<file path="config.mk">
export PLATFORM = sky130hd
export DESIGN_NAME = binary_mask_overlap_index
export DESIGN_NICKNAME = d
export VERILOG_FILES = /design/src/rtl/core/bmoi_pkg.sv /design/src/rtl/core/bmoi_datapath.sv /design/src/rtl/core/bmoi_ctrl.sv /design/src/rtl/core/binary_mask_overlap_index.sv
export SDC_FILE = /design/constraint.sdc
export NUM_CORES = 1
export LEC_CHECK = 0
export BUFFER_PORTS_ARGS = -buffer_cell sky130_fd_sc_hd__buf_4
export CAP_MARGIN = 25
export CORE_ASPECT_RATIO = 0.5
export CORE_MARGIN = 2
export CORE_UTILIZATION = 35
export CTS_CLUSTER_DIAMETER = 150
export CTS_CLUSTER_SIZE = 28
export DETAILED_ROUTE_END_ITERATION = 16
export GPL_TIMING_DRIVEN = 0
export HOLD_SLACK_MARGIN = 0.1
export PLACE_DENSITY = 0.56
export SYNTH_ARGS = -nofsm -noshare
export SYNTH_HDL_FRONTEND = slang
export SYNTH_HIERARCHICAL = 1
export SYNTH_SLANG_ARGS = --single-unit
</file>
<file path="constraint.sdc">
create_clock -name clk_i -period 7.55 [get_ports clk_i]
set_clock_uncertainty 0.1 [all_clocks]
set_input_delay 0 -clock clk_i [delete_from_list [all_inputs] [get_ports clk_i]]
set_output_delay 0 -clock clk_i [all_outputs]
set_load 0.01 [all_outputs]
</file>
<file path="src/rtl/core/bmoi_pkg.sv">
`timescale 1ns / 1ps
// ----------------------------------------------------------------------------
// bmoi_pkg
// Shared types and constants of the binary mask overlap index block.
// ----------------------------------------------------------------------------
package bmoi_pkg;

  // largest volume that the counters track before they saturate
  localparam longint unsigned MaxVoxels = 64'd16777216;

  localparam int CntW = 25;
  localparam int DivW = 26;
  localparam int IdxW = 17;

  localparam longint unsigned CntMax = (64'd1 << CntW) - 64'd1;
  localparam logic [CntW-1:0] CntCap = CntW'((MaxVoxels < CntMax) ? MaxVoxels : CntMax);

  // one integer bit and sixteen fraction bits of quotient
  localparam int DivSteps = IdxW;
  localparam int IterW    = $clog2(DivSteps);

  localparam logic [IterW-1:0] IterLast = IterW'(DivSteps - 1);

  // index mode register values
  typedef enum logic {
    ModeJaccard = 1'b0,
    ModeDice    = 1'b1
  } index_mode_e;

  // input word: one voxel pair
  typedef struct packed {
    logic [7:0] voxel_a;
    logic [7:0] voxel_b;
    logic       last_voxel;
  } voxel_in_t;

  // output word: one result per volume
  typedef struct packed {
    logic [IdxW-1:0] overlap_index;
    logic [CntW-1:0] both_count;
    logic [DivW-1:0] divisor_count;
  } overlap_out_t;

  // commands from controller to datapath
  typedef struct packed {
    logic count;
    logic load;
    logic step;
    logic out_load;
  } dp_cmd_t;

  // status from datapath to controller
  typedef struct packed {
    logic div_last;
  } dp_sts_t;

endpackage

</file>
<file path="src/rtl/core/bmoi_datapath.sv">
`timescale 1ns / 1ps
// ----------------------------------------------------------------------------
// bmoi_datapath
// Membership counters, mode register, radix-2 restoring divider and the
// output word register.
// ----------------------------------------------------------------------------
module bmoi_datapath (
  input  logic                  clk_i,
  input  logic                  rst_ni,
  input  logic                  cfg_we_i,
  input  logic                  cfg_data_i,
  input  bmoi_pkg::voxel_in_t   in_word_i,
  input  bmoi_pkg::dp_cmd_t     cmd_i,
  output bmoi_pkg::dp_sts_t     sts_o,
  output bmoi_pkg::overlap_out_t out_word_o
);

  logic                          mode_q;
  logic [bmoi_pkg::CntW-1:0]     cnt_a_q, cnt_b_q, cnt_both_q;
  logic [bmoi_pkg::CntW-1:0]     cnt_a_d, cnt_b_d, cnt_both_d;
  logic [bmoi_pkg::CntW-1:0]     both_q;
  logic [bmoi_pkg::DivW-1:0]     div_q, rem_q, rem_d;
  logic [bmoi_pkg::IdxW-1:0]     quo_q;
  logic [bmoi_pkg::IterW-1:0]    iter_q;
  logic [bmoi_pkg::DivW-1:0]     sum;
  logic [bmoi_pkg::DivW:0]       trial;
  logic [bmoi_pkg::DivW:0]       diff;
  logic                          ge;
  logic                          in_a, in_b;
  bmoi_pkg::overlap_out_t        out_q;

  assign in_a = (in_word_i.voxel_a != 8'd0);
  assign in_b = (in_word_i.voxel_b != 8'd0);

  // saturating counter update
  function automatic logic [bmoi_pkg::CntW-1:0] bump(input logic [bmoi_pkg::CntW-1:0] c);
    bump = (c < bmoi_pkg::CntCap) ? c + bmoi_pkg::CntW'(1) : bmoi_pkg::CntCap;
  endfunction

  always_comb begin
    cnt_a_d    = cnt_a_q;
    cnt_b_d    = cnt_b_q;
    cnt_both_d = cnt_both_q;
    if (cmd_i.load) begin
      cnt_a_d    = '0;
      cnt_b_d    = '0;
      cnt_both_d = '0;
    end else if (cmd_i.count) begin
      if (in_a) cnt_a_d = bump(cnt_a_q);
      if (in_b) cnt_b_d = bump(cnt_b_q);
      if (in_a && in_b) cnt_both_d = bump(cnt_both_q);
    end
  end

  // mode register and counters
  always_ff @(posedge clk_i or negedge rst_ni) begin
    if (!rst_ni) begin
      mode_q     <= 1'b0;
      cnt_a_q    <= '0;
      cnt_b_q    <= '0;
      cnt_both_q <= '0;
    end else begin
      if (cfg_we_i) mode_q <= cfg_data_i;
      cnt_a_q    <= cnt_a_d;
      cnt_b_q    <= cnt_b_d;
      cnt_both_q <= cnt_both_d;
    end
  end

  assign sum = {1'b0, cnt_a_q} + {1'b0, cnt_b_q};

  // divider step: first step takes the integer bit, the rest shift in zeros
  assign trial = (iter_q == '0) ? {1'b0, rem_q} : {rem_q, 1'b0};
  assign diff  = trial - {1'b0, div_q};
  assign ge    = (trial >= {1'b0, div_q});
  assign rem_d = ge ? diff[bmoi_pkg::DivW-1:0] : trial[bmoi_pkg::DivW-1:0];

  // iteration counter
  always_ff @(posedge clk_i or negedge rst_ni) begin
    if (!rst_ni) begin
      iter_q <= '0;
    end else if (cmd_i.load) begin
      iter_q <= '0;
    end else if (cmd_i.step) begin
      iter_q <= iter_q + bmoi_pkg::IterW'(1);
    end
  end

  // divider operands and quotient
  always_ff @(posedge clk_i) begin
    if (cmd_i.load) begin
      both_q <= cnt_both_q;
      quo_q  <= '0;
      if (mode_q) begin
        div_q <= sum;
        rem_q <= {cnt_both_q, 1'b0};
      end else begin
        div_q <= sum - {1'b0, cnt_both_q};
        rem_q <= {1'b0, cnt_both_q};
      end
    end else if (cmd_i.step) begin
      rem_q <= rem_d;
      quo_q <= {quo_q[bmoi_pkg::IdxW-2:0], ge};
    end
  end

  // output word register, empty divisor gives zero
  always_ff @(posedge clk_i) begin
    if (cmd_i.out_load) begin
      out_q.overlap_index <= (div_q == '0) ? '0 : quo_q;
      out_q.both_count    <= both_q;
      out_q.divisor_count <= div_q;
    end
  end

  assign out_word_o     = out_q;
  assign sts_o.div_last = (iter_q == bmoi_pkg::IterLast);

endmodule

</file>
<file path="src/rtl/core/bmoi_ctrl.sv">
`timescale 1ns / 1ps
// ----------------------------------------------------------------------------
// bmoi_ctrl
// Controller: counts words, runs the divider after the last word and hands
// the result to the output register.
// ----------------------------------------------------------------------------
module bmoi_ctrl (
  input  logic               clk_i,
  input  logic               rst_ni,
  input  logic               in_valid_i,
  input  logic               in_last_i,
  output logic               in_ready_o,
  output logic               out_valid_o,
  input  logic               out_ready_i,
  input  bmoi_pkg::dp_sts_t  sts_i,
  output bmoi_pkg::dp_cmd_t  cmd_o
);

  typedef enum logic [1:0] {
    StRun,
    StLoad,
    StDiv,
    StDone
  } state_e;

  state_e state_q, state_d;
  logic   out_valid_q, out_valid_d;
  logic   in_acc;
  logic   out_free;

  assign in_ready_o = (state_q == StRun);
  assign in_acc     = in_valid_i && in_ready_o;
  assign out_free   = !out_valid_q || out_ready_i;

  // next state and commands
  always_comb begin
    state_d      = state_q;
    out_valid_d  = out_valid_q && !out_ready_i;
    cmd_o        = '0;
    case (state_q)
      StRun: begin
        cmd_o.count = in_acc;
        if (in_acc && in_last_i) state_d = StLoad;
      end
      StLoad: begin
        cmd_o.load = 1'b1;
        state_d    = StDiv;
      end
      StDiv: begin
        cmd_o.step = 1'b1;
        if (sts_i.div_last) state_d = StDone;
      end
      StDone: begin
        if (out_free) begin
          cmd_o.out_load = 1'b1;
          out_valid_d    = 1'b1;
          state_d        = StRun;
        end
      end
      default: state_d = StRun;
    endcase
  end

  // state and registered outputs
  always_ff @(posedge clk_i or negedge rst_ni) begin
    if (!rst_ni) begin
      state_q     <= StRun;
      out_valid_q <= 1'b0;
    end else begin
      state_q     <= state_d;
      out_valid_q <= out_valid_d;
    end
  end

  assign out_valid_o = out_valid_q;

  // a last word closes the input until the result is handed off
  a_last_stalls: assert property (@(posedge clk_i) disable iff (!rst_ni)
    in_acc && in_last_i |=> !in_ready_o)
    else $error("input open after last word");

  // the output register is never overwritten while a word waits
  a_no_overwrite: assert property (@(posedge clk_i) disable iff (!rst_ni)
    cmd_o.out_load |-> out_free)
    else $error("result overwritten before it was taken");

  // divider load and step never coincide
  a_load_step: assert property (@(posedge clk_i) disable iff (!rst_ni)
    !(cmd_o.load && cmd_o.step))
    else $error("divider load and step together");

  // load is always followed by divide steps
  a_load_then_step: assert property (@(posedge clk_i) disable iff (!rst_ni)
    cmd_o.load |=> cmd_o.step)
    else $error("divider load without steps");

endmodule

</file>
<file path="src/rtl/core/binary_mask_overlap_index.sv">
`timescale 1ns / 1ps
// ----------------------------------------------------------------------------
// binary_mask_overlap_index
// Jaccard or Dice overlap of two binary masks streamed as voxel pairs.
// ----------------------------------------------------------------------------
// Voxel pairs are taken one word per cycle while the volume streams. The
// word marked last is counted and then closes the input while the block
// loads the divider, runs the radix-2 restoring divider (one quotient bit
// per cycle) and hands the result to the output register, after any wait
// for the previous result to be taken. The result is Q1.16 (65536 is 1.0),
// truncated, 0 when the divisor is zero; index_mode 0 selects Jaccard, 1
// selects Dice. The user must write it only while the block is idle; the
// block itself does not enforce this.
// ----------------------------------------------------------------------------
module binary_mask_overlap_index (
  input  logic                   clk_i,
  input  logic                   rst_ni,
  input  logic                   cfg_valid_i,
  output logic                   cfg_ready_o,
  input  logic                   cfg_data_i,
  input  logic                   in_valid_i,
  output logic                   in_ready_o,
  input  bmoi_pkg::voxel_in_t    in_word_i,
  output logic                   out_valid_o,
  input  logic                   out_ready_i,
  output bmoi_pkg::overlap_out_t out_word_o
);

  bmoi_pkg::dp_cmd_t cmd;
  bmoi_pkg::dp_sts_t sts;

  // mode register always takes a write
  assign cfg_ready_o = 1'b1;

  // controller
  bmoi_ctrl u_ctrl (
    .clk_i       (clk_i),
    .rst_ni      (rst_ni),
    .in_valid_i  (in_valid_i),
    .in_last_i   (in_word_i.last_voxel),
    .in_ready_o  (in_ready_o),
    .out_valid_o (out_valid_o),
    .out_ready_i (out_ready_i),
    .sts_i       (sts),
    .cmd_o       (cmd)
  );

  // datapath
  bmoi_datapath u_datapath (
    .clk_i      (clk_i),
    .rst_ni     (rst_ni),
    .cfg_we_i   (cfg_valid_i && cfg_ready_o),
    .cfg_data_i (cfg_data_i),
    .in_word_i  (in_word_i),
    .cmd_i      (cmd),
    .sts_o      (sts),
    .out_word_o (out_word_o)
  );

endmodule
</file>
### Word level (Yosys, flattened, before mapping)

Index checks and enable logic that the tools add are counted.

| word-level totals | value |
|---|---|
| register bits | 246 |
| output and inout bits | 71 |
| word-level logic and storage cells | 84 |

| cells by class | value |
|---|---|
| add/subtract/negate cells | 7 |
| $lt $le $gt $ge | 4 |
| equality and inequality tests | 7 |
| mux-type cells | 31 |
| reduce and logical (&&, ||, !) cells | 21 |

Operators with widths:

| operator | count |
|---|---|
| 25-bit 2-to-1 mux | 12 |
| 26-bit 2-to-1 mux | 5 |
| 25-bit by 1-bit adder with 25-bit output (second input constant) | 3 |
| 25-bit less-than comparator (second input constant) | 3 |
| 27-bit by 26-bit >= comparator with 1-bit output | 1 |
| 27-bit 2-to-1 mux | 1 |
| 25-bit by 25-bit adder with 26-bit output | 1 |
| 26-bit logical NOT | 1 |
| 26-bit by 25-bit subtractor with 26-bit output | 1 |
| 26-bit subtractor | 1 |
| 8-bit nonzero test | 2 |
| 5-bit 2-to-1 mux | 2 |
| 2-bit nonzero test | 5 |
| 2-bit one-hot mux with 4 select lines | 1 |
| 1-bit 2-to-1 mux | 7 |
| 2-bit 2-to-1 mux | 3 |
| 2-bit AND reduction | 3 |
| 5-bit by 1-bit adder with 5-bit output (second input constant) | 1 |
| 5-bit equality test (second input constant) | 1 |
| 5-bit logical NOT | 1 |
| 2-bit equality test (second input constant) | 2 |
| 1-bit logical AND | 4 |
| 2-bit != test (second input constant) | 2 |
| 3-bit AND reduction | 1 |
| other kinds (5) | 6 |

### Logic depth before layout (Yosys ltp)

| depth | value |
|---|---|
| depth after elaboration | 6 |
| gate-level depth with buffers | 21 |
| gate-level depth less buffers | 21 |

### Cells and area by module

The synthesis kept the hierarchy.

Modules (own cells, without submodules):

| module | times used | cells an instance | area an instance (sq um) | seq. area each (sq um) |
|---|---|---|---|---|
| bmoi_datapath | 1 | 1430 | 14410.1 | 6721.4 |
| bmoi_ctrl | 1 | 19 | 210.2 | 75.1 |
| binary_mask_overlap_index | 1 | 2 | 11.3 | 0.0 |

### Least setup slack after synthesis

No wires, ideal clock.

| timing | value |
|---|---|
| path type | register to register |
| start point | register u_datapath/cnt_a_q[0] (netlist name) |
| end point | register u_datapath/div_q[25] (netlist name) (data pin) |
| setup time | 262 ps |
| arrival time | 4225 ps |
| path slack | 2963 ps |
| cell stages (with the launch flop) | 22 |
| path buffers | 0 |
| clock period less this slack | 4587 ps |
| cell sequence | dfrtp_1 -> ha_1 -> inv_1 -> fa_1 -> nor2b_1 -> o31a_1 -> o211ai_1 -> a211oi_2 -> a31oi_1 -> o21bai_1 -> a21o_1 -> xor2_1 -> ha_1 -> and4_1 -> a31oi_1 -> o21ai_0 -> a21oi_1 -> nand2_1 -> nor4b_1 -> o41ai_1 -> a211o_1 -> xor2_1 |

| on the way | value |
|---|---|
| word-level cells in the longest chain between the ends | 3 |

Ends and longest elaborated chain:

| item | line | RTL |
|---|---|---|
| start, declared | bmoi_datapath.sv:19 | `logic [bmoi_pkg::CntW-1:0] cnt_a_q, cnt_b_q, cnt_both_q;` |
| start signal, assigned | bmoi_datapath.sv:64 | `cnt_a_q <= cnt_a_d;` |
| 25-bit by 25-bit adder with 26-bit output * | bmoi_datapath.sv:70 | `assign sum = {1'b0, cnt_a_q} + {1'b0, cnt_b_q};` |
| 26-bit by 25-bit subtractor with 26-bit output | bmoi_datapath.sv:98 | `div_q <= sum - {1'b0, cnt_both_q};` |
| 26-bit 2-to-1 mux * | bmoi_datapath.sv:94 | `if (mode_q) begin` |
| end signal, assigned | bmoi_datapath.sv:95 | `div_q <= sum;` |
| end signal, assigned | bmoi_datapath.sv:98 |  |
| end, declared | bmoi_datapath.sv:22 | `logic [bmoi_pkg::DivW-1:0] div_q, rem_q, rem_d;` |

Mark *: on every way between the ends. The rest lies on a longest branch, timed or not.
A chain may end at the register's enable or synchronous reset.

### Worst setup path after layout

Ends and elaborated chain as after synthesis.

==> results by group <==
Routing
  • Avg WL per Cell: about 18 um
  • Detailed-route via count: between 10000 and 15000
  • # DRC: 0
  • Number of DRC markers in iteration 0: between 1000 and 1500
  • Via density: about 5.3
  • Final WL: between 30 and 40 mm
  • First-pass iteration count of the detailed router: 6
  • Antenna viol nets, final: 0

Critical path
  • Nature of the critical path startpoint: flop
  • CP peak stage delay: about 560 ps
  • Reg2Reg Setup Slack: 2130 ps
  • WS Path Type: flop to flop
  • FF-to-FF End: u_datapath/div_q[25]$_DFFE_PP_
  • Cell count of the worst reg-to-reg path: 21
  • CP max stage cell: nor4b_1
  • Buffer and inverter count on the worst path: 1
  • Data arrival, critical path: around 5600 ps
  • R2r startpoint: u_datapath/cnt_a_q[0]$_DFFE_PN0P_
  • Cell family contributing the most delay on the critical path: compound AO/OA/AOI/OAI gates
  • Req. time, crit path: 7690 ps
  • Total stage count of the critical path: 21
  • Crit path capture: u_datapath/div_q[25]$_DFFE_PP_
  • Crit path cell chain: ha_1, inv_1, fa_1, nor2b_1, o31a_1, o211ai_1, a211oi_2, a31oi_1, o21bai_1, a21o_1, xor2_1, ha_1, and4_1, a31oi_1, o21ai_0, a21oi_1, nand2_1, nor4b_1, o41ai_1, a211o_1, xor2_1
  • Worst-path fanout max: 6
  • Critical Path Source: u_datapath/cnt_a_q[0]$_DFFE_PN0P_
  • Critical path endpoint category: flop

Timing
  • Setup violations, final: 0
  • Max-slew headroom: 38.0%
  • Setup TNS: 0 ps
  • Slew Viols, Final: 0
  • Final hold slack: approximately 180 ps
  • Setup slack after layout: about 2100 ps
  • Hold Violations, Final: 0
  • Post-layout min period: around 5400 ps
  • Worst-margin pin slew: between 900 and 1000 ps
  • Fmax: between 150 and 200 MHz
  • RSZ-0062 raised after global routing: false
  • Final period utilization: around 70%

Yosys
  • Post-synthesis simple-gate area fraction: between 15 and 20%
  • Async S/R FF share, synth: around 34%
  • Synth Area in Adders: under 10%
  • Compound-cell area share of the yosys netlist: about 16%
  • Netlist cell types: 85
  • Post-synth top flop: edfxtp_1
  • Mux contribution to synthesized area: around 5.5%
  • Syn_nets: 1562
  • EDFF count, synth: ~150
  • Synth warnings: 6
  • Post-Syn Area: about 15000 um2
  • XOR/XNOR share of the synthesized area: about 5.4%
  • Mapped Avg Cell Area: ~10 um2
  • Synthesized instance count: ~1500
  • Largest family of logic cells by synthesized area: compound AO/OA/AOI/OAI gates
  • Sequential cell area fraction in the yosys report: a little under half
  • Synthesis-stage register bit count: ~250

CTS
  • Post-CTS Setup Bufs: 0
  • Clock-pin transition on the worst setup and hold timing paths: 110 ps
  • Clock buffer depth: 3
  • CTS resizes: 0
  • CTS Hold Bufs: 11
  • Clock sink total: roughly 250
  • CTS Buf Count: 12
  • Root Buffer: clkbuf_16
  • TritonCTS clock tree: yes
  • Latest clock arrival within the worst-skew pair: 510 ps
  • H-tree levels: 1

Die
  • Initial cell density of the core: 35.9%
  • CORE AREA: about 40000 um2
  • I/O Pins: 94
  • Die X: 293 um
  • Row Count: 52
  • Chip height: ~150 um
  • DIE AREA: 43600 um2

Global routing
  • Gr usage total: between 15 and 20%
  • Global-route wire length before repair: 60.5 mm
  • Initial antenna violation count: 0
  • Gr ovfl total: 0
  • Largest net degree at the start of global routing: 60
  • Number of global-route vias before repair: ~11000

Placement
  • Routability cong.: around 0.90
  • Port Buffers: approximately 90
  • Placed cell areas: 16100 um2
  • Place WS: between 2000 and 2500 ps
  • HPWL after DPL: approximately 29 mm

Power
  • Power, Total: approximately 8.3 mW
  • PD cells: 502 nW/um2
  • Leak: around 7 nW
  • Max VDD drop: ~0.34 mV

Worst hold path
  • Min-delay src: cfg_valid_i
  • HP Class: input port to flop

Flow run
  • Max capacitance violation total: 0

Finish
  • Final Cell Area: approximately 17000 um2
  • N_diodes: 0
  • Final nets: ~1700
  • Fillers: 3966
  • Share of layout cells above drive strength 1: between 10% and 20%
  • Area grow syn2layout: 13.1%

Outcome
  • Status: finished, final reports clean
[power by group]
| group | internal, mW | switching (mW) | leakage (nW) | total, mW |
|---|---|---|---|---|
| clock | 0.325 | 0.430 | 0.171 | 0.756 |
| combinational | 2.20 | 3.02 | 4.14 | 5.22 |
| sequential | 2.08 | 0.263 | 2.66 | 2.34 |
[final cells by class]
type	instances	area (um2)	share of cell area, %
multi-input cells	1079	7330	44.3
flip-flops and latches	246	6800	41.1
clock buffers	19	348	2.10
well taps	540	676	4.08
clock inverters	1	8.76	0.0529
plain buffers	48	213	1.28
repair buffers	106	886	5.35
inverters	78	293	1.77
[kinds of logic after synthesis]
| kind of cell | count (synthesis) |
|---|---|
| AOI/OAI and AO/OA | 358 |
| other | 1 |
| muxes | 76 |
| adders and majority gates | 88 |
| buffers and inverters | 126 |
| xor gates and xnor gates | 90 |
| and+or+nand+nor | 466 |
| DFF | 246 |
[worst reg2reg max path, stage by stage, from the launching register on]
cell and delay [ps]:
dfrtp_1 450, ha_1 230, inv_1 70, fa_1 390
nor2b_1 150, o31a_1 210, o211ai_1 170, a211oi_2 280
a31oi_1 190, o21bai_1 160, a21o_1 140, xor2_1 220
ha_1 330, and4_1 190, a31oi_1 150, o21ai_0 130
a21oi_1 270, nand2_1 110, nor4b_1 560, o41ai_1 160
a211o_1 320, xor2_1 180
[cell usage after synthesis (4+ instances only)]
cell type / number / area share, %
xnor2_1: 54 / 3.2
o211ai_1: 4 / 0.21
clkbuf_1: 37 / 0.95
a21oi_1: 88 / 3.0
nand2_1: 130 / 3.3
or2_2: 7 / 0.30
and3_1: 26 / 1.1
dfxtp_1: 17 / 2.3
o21a_1: 9 / 0.46
o221ai_1: 4 / 0.24
nor2b_1: 24 / 1.0
nand2b_1: 11 / 0.47
o21bai_1: 8 / 0.41
xor2_1: 36 / 2.2
o21ai_0: 101 / 3.5
buf_1: 5 / 0.13
o211a_1: 16 / 1.1
a211oi_1: 10 / 0.51
nor4_1: 12 / 0.51
nor2_1: 135 / 3.5
a31oi_1: 17 / 0.73
nor3_1: 25 / 0.86
o31ai_1: 6 / 0.31
edfxtp_1: 145 / 30
a21o_1: 37 / 1.9
inv_1: 76 / 1.9
o22ai_1: 8 / 0.34
dfrtp_1: 84 / 14
and2_1: 5 / 0.21
ha_1: 85 / 7.3
o21ai_1: 4 / 0.14
nand4_1: 20 / 0.86
or3_1: 13 / 0.56
mux2i_1: 40 / 2.7
mux2_2: 34 / 2.6
a41oi_1: 4 / 0.24
nand3_1: 38 / 1.3
[registers in the layout, indices dropped and copies added, names as in the netlist]
| register | count |
|---|---|
| u_datapath/iter_q | 5 |
| u_datapath/cnt_both_q | 25 |
| u_datapath/rem_q | 26 |
| u_datapath/cnt_b_q | 25 |
| u_datapath/both_q | 25 |
| u_datapath/div_q | 26 |
| u_ctrl/state_q | 2 |
| u_ctrl/out_valid_o | 1 |
| u_datapath/quo_q | 17 |
| u_datapath/mode_q | 1 |
| u_datapath/cnt_a_q | 25 |
| u_datapath/out_word_o | 68 |
[layout by cell type (no fill, tap or decap), types with 5 or more instances in the layout]
master / Yosys / final
a211oi_1: 10 / 10
a21o_1: 37 / 37
a21oi_1: 88 / 88
a31oi_1: 17 / 17
and3_1: 26 / 26
buf_1: 5 / 5
buf_4: 1 / 93
clkbuf_1: 37 / 43
clkbuf_16: 0 / 13
dfrtp_1: 84 / 84
dfxtp_1: 17 / 17
dlygate4sd3_1: 0 / 10
edfxtp_1: 145 / 145
ha_1: 85 / 84
inv_1: 76 / 76
mux2_2: 34 / 34
mux2i_1: 40 / 40
nand2_1: 130 / 130
nand2b_1: 11 / 11
nand3_1: 38 / 38
nand4_1: 20 / 20
nor2_1: 135 / 135
nor2b_1: 24 / 24
nor3_1: 25 / 25
nor4_1: 12 / 12
o211a_1: 16 / 16
o21a_1: 9 / 9
o21ai_0: 101 / 101
o21bai_1: 8 / 8
o22ai_1: 8 / 8
o31ai_1: 6 / 6
or2_2: 7 / 7
or3_1: 13 / 13
xnor2_1: 54 / 54
xor2_1: 36 / 36
[per-stage QoR]
step,std cells,util [%]
after CTS,2117,40.6
after floorplan,1451,-
final,2117,40.6
after global placement,2083,39.2
after global routing,2117,40.6
after detailed placement,2086,39.4
[worst min-delay path by stage]
stage,slack [ps],cells after the start,endpoint
finish,180,3,u_datapath/mode_q$_DFFE_PN0P_
global route,200,3,u_datapath/mode_q$_DFFE_PN0P_
CTS,180,7,u_datapath/cnt_both_q[8]$_DFFE_PN0P_
detailed placement,-90,1,u_datapath/cnt_a_q[0]$_DFFE_PN0P_
global placement,160,2,u_datapath/mode_q$_DFFE_PN0P_
floorplan,-400,0,u_ctrl/out_valid_o$_DFF_PN0_
[per-layer routing]
layer | vias to the layer above | part of all wire (%) | global-route usage (%)
li1 | 5536 | - | -
met1 | 5392 | 50 | 26.8
met2 | 219 | 43 | 27.1
met3 | 27 | 5.4 | 2.47
met4 | 0 | 1.4 | 3.18
met5 | - | 0 | 0
Note: power is estimated with default switching activity, not from simulation.
